## src/salc_pkg.sv

```systemverilog
// Shared constants and types for the set-associative LRU cache tag model.
package salc_pkg;

   localparam int DEF_MAX_SET_BITS = 10;
   localparam int DEF_MAX_WAYS     = 8;
   localparam int DEF_ADDR_BITS    = 64;

   localparam int REQ_DATA_W = 72;
   localparam int RSP_DATA_W = 104;
   localparam int CSR_ADDR_W = 4;
   localparam int CSR_DATA_W = 32;
   localparam int CMP_W      = 5;

   localparam logic [1:0] OP_LOAD_STORE = 2'd0;
   localparam logic [1:0] OP_MODIFY     = 2'd1;

   localparam logic [1:0] REG_SET_INDEX_BITS    = 2'd0;
   localparam logic [1:0] REG_BLOCK_OFFSET_BITS = 2'd1;
   localparam logic [1:0] REG_WAYS_IN_USE       = 2'd2;

   localparam logic [3:0] RST_SET_INDEX_BITS    = 4'd4;
   localparam logic [5:0] RST_BLOCK_OFFSET_BITS = 6'd4;
   localparam logic [3:0] RST_WAYS_IN_USE       = 4'd1;

   typedef struct packed {
      logic [3:0] set_index_bits;
      logic [5:0] block_offset_bits;
      logic [3:0] ways_in_use;
   } csr_regs_type;

   typedef struct packed {
      logic       hit;
      logic       evicted;
      logic [2:0] way_used;
   } access_result_type;

endpackage

```

## src/salc_way.sv

```systemverilog
// Way search, victim choice and age update for one set row.
module salc_way #(
   parameter int MAX_WAYS  = salc_pkg::DEF_MAX_WAYS,
   parameter int ADDR_BITS = salc_pkg::DEF_ADDR_BITS,
   parameter int AGE_W     = 3,
   parameter int WAY_W     = 3,
   parameter int ENTRY_W   = 1 + 3 + 64
) (
   input  logic [MAX_WAYS-1:0][ENTRY_W-1:0] row,
   input  logic [ADDR_BITS-1:0]             tag,
   input  logic [3:0]                       ways_in_use,
   output logic [MAX_WAYS-1:0][ENTRY_W-1:0] new_row,
   output salc_pkg::access_result_type      result
);
   import salc_pkg::*;

   localparam logic [AGE_W-1:0] AGE_MAX = AGE_W'(MAX_WAYS - 1);

   logic [CMP_W-1:0] ways_eff;
   logic             hit, empty_found, best_found;
   logic [WAY_W-1:0] hit_way, empty_way, victim, way;
   logic [AGE_W-1:0] best_age, old_age, cur_age;
   logic [31:0]      way32;

   function automatic logic [AGE_W-1:0] age_bump(input logic [AGE_W-1:0] a);
      return (a >= AGE_MAX) ? AGE_MAX : a + AGE_W'(1);
   endfunction

   always_comb begin
      if (ways_in_use == '0) begin
         ways_eff = CMP_W'(1);
      end else if ({1'b0, ways_in_use} > CMP_W'(MAX_WAYS)) begin
         ways_eff = CMP_W'(MAX_WAYS);
      end else begin
         ways_eff = {1'b0, ways_in_use};
      end
   end

   always_comb begin
      hit         = 1'b0;
      hit_way     = '0;
      empty_found = 1'b0;
      empty_way   = '0;
      best_found  = 1'b0;
      best_age    = '0;
      victim      = '0;
      for (int w = 0; w < MAX_WAYS; w++) begin
         if (CMP_W'(w) < ways_eff && !hit) begin
            if (row[w][ENTRY_W-1]) begin
               if (row[w][ADDR_BITS-1:0] == tag) begin
                  hit     = 1'b1;
                  hit_way = WAY_W'(w);
               end else if (!best_found || row[w][ADDR_BITS +: AGE_W] > best_age) begin
                  best_found = 1'b1;
                  best_age   = row[w][ADDR_BITS +: AGE_W];
                  victim     = WAY_W'(w);
               end
            end else if (!empty_found) begin
               empty_found = 1'b1;
               empty_way   = WAY_W'(w);
            end
         end
      end
   end

   assign way     = hit ? hit_way : (empty_found ? empty_way : victim);
   assign old_age = row[way][ADDR_BITS +: AGE_W];

   always_comb begin
      new_row = row;
      cur_age = '0;
      for (int w = 0; w < MAX_WAYS; w++) begin
         cur_age = row[w][ADDR_BITS +: AGE_W];
         if (CMP_W'(w) < ways_eff && WAY_W'(w) != way && row[w][ENTRY_W-1]
             && (!hit || cur_age < old_age)) begin
            new_row[w][ADDR_BITS +: AGE_W] = age_bump(cur_age);
         end
      end
      new_row[way] = {1'b1, {AGE_W{1'b0}}, tag};
   end

   assign way32           = 32'(way);
   assign result.hit      = hit;
   assign result.evicted  = !hit && !empty_found;
   assign result.way_used = way32[2:0];

endmodule

```

## config.mk

```make
export PLATFORM = sky130hd
export DESIGN_NAME = salc_way
export DESIGN_NICKNAME = d
export VERILOG_FILES = /design/src/salc_pkg.sv /design/src/salc_way.sv
export SDC_FILE = /design/constraint.sdc
export NUM_CORES = 1
export LEC_CHECK = 0
export ABC_AREA = 1
export BUFFER_PORTS_ARGS = -buffer_cell sky130_fd_sc_hd__clkbuf_2
export CAP_MARGIN = 5
export CORE_AREA = 2 2 452 454
export DETAILED_ROUTE_END_ITERATION = 10
export DIE_AREA = 0 0 454 456
export REMOVE_ABC_BUFFERS = 1
export SYNTH_ARGS = -nofsm -noshare
export SYNTH_HDL_FRONTEND = slang
export SYNTH_SLANG_ARGS = --single-unit
```

## constraint.sdc

```tcl
create_clock -name vclk -period 23.4
set_clock_uncertainty 0.15 [all_clocks]
set_input_delay 3.51 -clock vclk [all_inputs]
set_output_delay 3.51 -clock vclk [all_outputs]
set_load 0.02 [all_outputs]
```

==> run metrics, run 1 <==
Worst Hold Class in2out; PD cells 31.90 nW/µm²; Slew Viols, Final 0; Final TNS setup 0 ns; ratio of final minimum period to clock period 0.8202; routed len/inst between 30 and 40 µm; max frequency between 0.05 and 0.06 GHz; Post-DP Area 24180 µm²; Hold Crit Start row[58]; first-pass GRT wire length 289600 µm; yosys warns 0; crit path launch type primary input; slew margin rel. 0.2857; CP max stage delay between 0.5 and 0.6 ns; total vias in the final route 27480; most common library cell in the layout ignoring fill and taps clkbuf_2; Seq pwr share 0; mapped cell area 16010 µm²; total track usage 0.2177; largest net degree at the start of global routing 77; gpl congestion around 1.1; Comb pwr share 1.000; P_sw around 570 µW; Final Hold Viols 0; initial core utilization 0.07939; Final setup viols 0; Post-route DRC 0; CP top delay family simple AND/OR/NAND/NOR gates; sw frac 0.7330; Max IR drop VDD roughly 0.000014 V; initial antenna violation count 222; DRT iter0 DRCs 3477; utilization after layout 0.1209; Antenna Nets Post-Route 0; total core area slightly above 200000 µm²; status complete, no violations; CP Class in2out; Die ar. around 210000 µm²; internal power a little over 200 µW; hold depth 4; P&R area growth vs syn 52.23%; Critical Path Sink Type output port; average size of a mapped cell roughly 5.0 µm²; Buffers & Inverters on Critical Path 7; Yosys cell types 36; leakage about 0.014 µW; number of buffers added on ports about 1200; Clock power frac 0; Worst EP arrival ~16 ns; Post CTS Setup Buffer Count 0; WP data required around 20 ns; post-route cell area 24380 µm²; vias in the first global route about 24000; Placement Rows ~170; # fillers around 24000; Tmin final 19.19 ns; flip-flop and latch area 0 µm²; Seq Cell Count 0; Total Wirelength about 240000 µm; post-synthesis sequential area ratio 0; Post-CTS Resized 0; maximum fanout along the worst path 43; Critical-path top delay cell buf_4; cts hold-fix bufs 0; clkbuf count 0; Die W about 450 µm; Final Net Count between 4000 and 5000; I/O pins approximately 1200; # Max-Cap Violations 0; Post-Syn Instances ~3200; commonest cells after routing, fill and taps aside clkbuf_2 (1161), nand2_1 (1135), o21ai_0 (456), xor2_1 (364), nor2_1 (354); drt first pass iters 6; Final HPWL DP ~220000 µm; Hold EP new_row[58]; RSZ-0062 raised after global routing false; Worst path most repeated cell nand2_1; total congestion overflow 0; vias per cell about 4.0; chip height between 400 and 500 µm; share of layout cells above drive strength 1 0.3193; Worst-Margin Slew between 1 and 1.5 ns
[tightest hold or removal path: cells and delay by family]
| family | cells | cell delay [ns] |
|---|---|---|
| buf+inv | 2 | 0.25 |
| simple gates | 1 | 0.06 |
| compound gates | 1 | 0.06 |
[per-stage QoR]
stage	power, µW	setup slack (ns)	hold slack (ns)	instances
after global placement	777.1	3.915	7.228	6838
after CTS	776.4	4.218	7.231	6838
after floorplan	367.4	6.138	7.029	2980
final	777.5	4.206	7.241	6916
after detailed placement	774.0	4.243	7.231	6838
after global routing	823.2	2.893	7.260	6855
[how the worst max path moves through the flow]
stage | startpoint | to | slack (ns) | cells after the start
after floorplan | tag[51] | new_row[340] | 6.14 | 71
after global placement | tag[14] | new_row[467] | 3.91 | 70
after detailed placement | tag[53] | new_row[462] | 4.24 | 70
after CTS | tag[53] | new_row[476] | 4.22 | 69
after global routing | tag[53] | new_row[456] | 2.89 | 73
final | tag[53] | new_row[462] | 4.21 | 70
[cell families (layout without fill, tap and decap cells)]
group	Yosys count	in the layout	share of synthesized area
adders and majority gates	45	45	0.03516
AOI/OAI and AO/OA	600	600	0.1914
xor gates and xnor gates	375	375	0.2051
and+or+nand+nor	1687	1687	0.4245
other	0	78	0
buffers and inverters	480	1459	0.1439
[synthesized netlist by cell type, types with 44 or more instances]
cell	number	area, µm²
a21oi_1	44	220.2
inv_2	52	195.2
o21ai_1	87	435.4
xor2_1	364	3188
clkbuf_1	47	176.4
o21ai_0	456	2282
ha_1	45	563.0
nand3_1	62	310.3
nand2_1	1143	4290
nor2_1	354	1329
buf_2	76	380.4
inv_1	218	818.3
buf_4	55	412.9
[power groups by stage]
| stage | registers (µW) | logic, µW | clock network, µW |
|---|---|---|---|
| after floorplan | 0 | 367 | 0 |
| final | 0 | 777 | 0.000444 |
| after CTS | 0 | 776 | 0 |
| after detailed placement | 0 | 774 | 0 |
| after global placement | 0 | 777 | 0 |
| after global routing | 0 | 823 | 0.0000997 |
[per-layer routing]
layer | global-route usage | share of wire | vias up
li1 | - | - | 12030
met1 | 0.2474 | 0.37 | 12890
met2 | 0.3386 | 0.44 | 1893
met3 | 0.1043 | 0.13 | 489
met4 | 0.1069 | 0.062 | 174
met5 | 0 | 0.0049 | -
[area by class of cell]
cell class	instances	area, µm²	share of cell area
Multi-Input combinational cell	2707	13790	0.5659
Antenna cell	78	195.2	0.008007
Inverter	273	1032	0.04235
Timing Repair Buffer	1186	6011	0.2466
Tap cell	2672	3343	0.1372
Note: power is estimated with default switching activity, not from simulation.
==> inputs of run 2 (changes only) <==
--- a/config.mk
+++ b/config.mk
@@ -5,12 +5,12 @@
 export SDC_FILE = /design/constraint.sdc
 export NUM_CORES = 1
 export LEC_CHECK = 0
-export ABC_AREA = 1
+export ABC_AREA = 0
 export BUFFER_PORTS_ARGS = -buffer_cell sky130_fd_sc_hd__clkbuf_2
 export CAP_MARGIN = 5
-export CORE_AREA = 2 2 452 454
+export CORE_AREA = 2 2 457 459
 export DETAILED_ROUTE_END_ITERATION = 10
-export DIE_AREA = 0 0 454 456
+export DIE_AREA = 0 0 459 461
 export REMOVE_ABC_BUFFERS = 1
 export SYNTH_ARGS = -nofsm -noshare
 export SYNTH_HDL_FRONTEND = slang
==> constraint.sdc (replaced) <==
create_clock -name vclk -period 17.2
set_clock_uncertainty 0.15 [all_clocks]
set_input_delay 2.58 -clock vclk [all_inputs]
set_output_delay 2.58 -clock vclk [all_outputs]
set_load 0.02 [all_outputs]
==> run metrics, run 2 <==
status complete, but fails checks; violated checks setup timing; initial core utilization 0.07407 (-0.005321); Die ar. 211600 µm² (+2.2%); leakage 0.01591 µW (+17%); Hold Crit Start row[245]; vias per cell 4.035 (+1.6%); CP max stage delay 0.45 ns (-0.07 ns); Final Net Count 4410 (-8.6%); # Max-Cap Violations 0 (unchanged); yosys warns 0 (unchanged); Worst EP arrival 15.34 ns (-0.19 ns); CP Class in2out; dpl ws -2.350 ns (-6.593 ns); RSZ-0062 raised after global routing true; Die W 459 µm (+1.1%); post-synth top area cell mux2_2; Post-Syn Instances 2236 (-30%); Post-route DRC 0 (unchanged); WP data required 14.47 ns (-5.27 ns); Final setup viols 544 (+544); most numerous cell in the Yosys netlist nand2_1; clkbuf count 0 (unchanged); Worst-Margin Slew 1.098 ns (+0.03576 ns); maximum fanout along the worst path 7 (-84%); Yosys cell types 72 (+100%); average size of a mapped cell 6.839 µm² (+36%); Final Hold Viols 0 (unchanged); slew margin rel. 0.2610 (-0.02470); Max IR drop VDD 0.00002342 V (+71%); Synth area leaders mux2_2 (24%), xor2_1 (18%), nand2_1 (15%); PD cells 47.54 nW/µm² (+49%); first-pass GRT wire length 355900 µm (+23%); share of layout cells above drive strength 1 0.6012 (+0.2819); largest net degree at the start of global routing 27 (-65%); initial antenna violation count 329 (+48%); gpl congestion 1.004 (-6.6%); hold depth 4 (unchanged); crit path launch type primary input; vias in the first global route 24690 (+1.8%); PnR worst setup slack -0.8743 ns (-5.081 ns); total congestion overflow 0 (unchanged); utilization after layout 0.1661 (+0.04529); Tmin final ~18 ns; total track usage 0.2738 (+0.05603); Antenna Nets Post-Route 0 (unchanged); CP Launch Point tag[27]; Total Wirelength 303900 µm (+28%); Placement Rows 167 (+1.2%); Final HPWL DP 264300 µm (+22%); total core area 206400 µm² (+2.4%); flip-flop and latch area 0 µm² (unchanged); DRT iter0 DRCs 2265 (-35%); mapped cell area 15290 µm² (-4.5%); Yosys top cell area share 0.2423 (-0.02564); routed len/inst 46.40 µm (+35%); number of buffers added on ports 1161 (unchanged); I/O pins 1161 (unchanged); Seq Cell Count 0 (unchanged); cts hold-fix bufs 0 (unchanged); most common library cell in the layout ignoring fill and taps clkbuf_2; ratio of final minimum period to clock period 1.051; Hold EP new_row[245]; Worst Hold Class in2out; Critical Path Sink Type output port; max frequency 0.05533 GHz; top cells by count, synth nand2_1 (608), mux2_2 (329), xor2_1 (320), xnor2_1 (192), clkbuf_1 (102); Pwr Total 1631 µW (+110%); post-synthesis sequential area ratio 0 (unchanged); drt first pass iters 6 (unchanged); P&R area growth vs syn 124.3%; Slew Viols, Final 0 (unchanged); Critical-path top delay cell a2111oi_4; chip height 461 µm (+1.1%); commonest cells after routing, fill and taps aside clkbuf_2 (873), nand2_1 (587), buf_4 (442), xor2_1 (320), mux2_2 (201); total vias in the final route 26420 (-3.8%)
[run 2: layer usage]
metal	vias up	track usage	wire (µm)	share of wire
met1	12740	0.2955	110700	0.36
met2	1965	0.4462	134500	0.44
met3	684	0.1411	37770	0.12
met5	-	0	1736	0.0057
met4	274	0.1191	19230	0.063
li1	10760	-	-	-
[run 2: report_power, final]
| group | total [µW] | leakage, µW | internal, µW | switching (µW) |
|---|---|---|---|---|
| clock | 0.000611 | 0.000000596 | 0.000610 | 0 |
| combinational | 1630 | 0.0159 | 671 | 960 |
| sequential | 0 | 0 | 0 | 0 |
| total | 1630 | 0.0159 | 671 | 960 |
[run 2: cell type report]
type / instances / area [µm²]
diodes: 94 / 235.2
fillers: 23640 / 172100
inverters: 45 / 227.7
multi-input cells: 1975 / 15910
well taps: 2704 / 3383
repair buffers: 1730 / 14530
repair inverters: 1 / 8.758
[run 2: repair_timing]
item / 4_1_cts / 5_1_grt
gates cloned: 38 / 2
gates resized for setup: 567 / 391
endpoints found under the setup margin: 547 / 545
pin swaps: 71 / 68
buffers inserted: 88 / 24
[run 2: critical path, delay by kind of cell]
kind	cells	cell delay, ns
adder cells (fa/ha/maj)	7	1.47
AO/OA/AOI/OAI	34	5.57
XOR/XNOR	1	0.14
multiplexers	4	1.30
buffers and inverters	14	2.12
AND/OR/NAND/NOR	12	2.17
[run 2: kinds of logic (layout without fill, tap and decap cells)]
kind of cell / after synthesis / in the layout / share of synthesized area
buffers and inverters: 261 / 1776 / 0.07291
AO/OA/AOI/OAI: 176 / 176 / 0.08224
adder cells (fa/ha/maj): 47 / 47 / 0.03829
XOR/XNOR: 512 / 512 / 0.2933
AND/OR/NAND/NOR: 896 / 896 / 0.2612
other: 0 / 94 / 0
multiplexers: 344 / 344 / 0.2521
[run 2: worst max path at each step]
stage	slack, ns	cells after the start	end
floorplan	-3.94	59	new_row[408]
global placement	-3.49	71	new_row[540]
detailed placement	-2.35	71	new_row[540]
CTS	-0.61	74	new_row[134]
global route	-1.40	73	new_row[540]
finish	-0.87	72	new_row[540]
[run 2: stage by stage]
step / cell area, µm² / TNS, ns / cells / hold WS (ns)
2_1_floorplan: 14350 / -950.43 / 2020 / 5.152
3_3_place_gp: 28310 / -1368.06 / 6311 / 5.341
3_5_place_dp: 28320 / -765.75 / 6312 / 5.342
4_1_cts: 32870 / -104.93 / 6433 / 5.343
5_1_grt: 34110 / -508.51 / 6475 / 5.355
6_report: 34300 / -239.99 / 6549 / 5.339
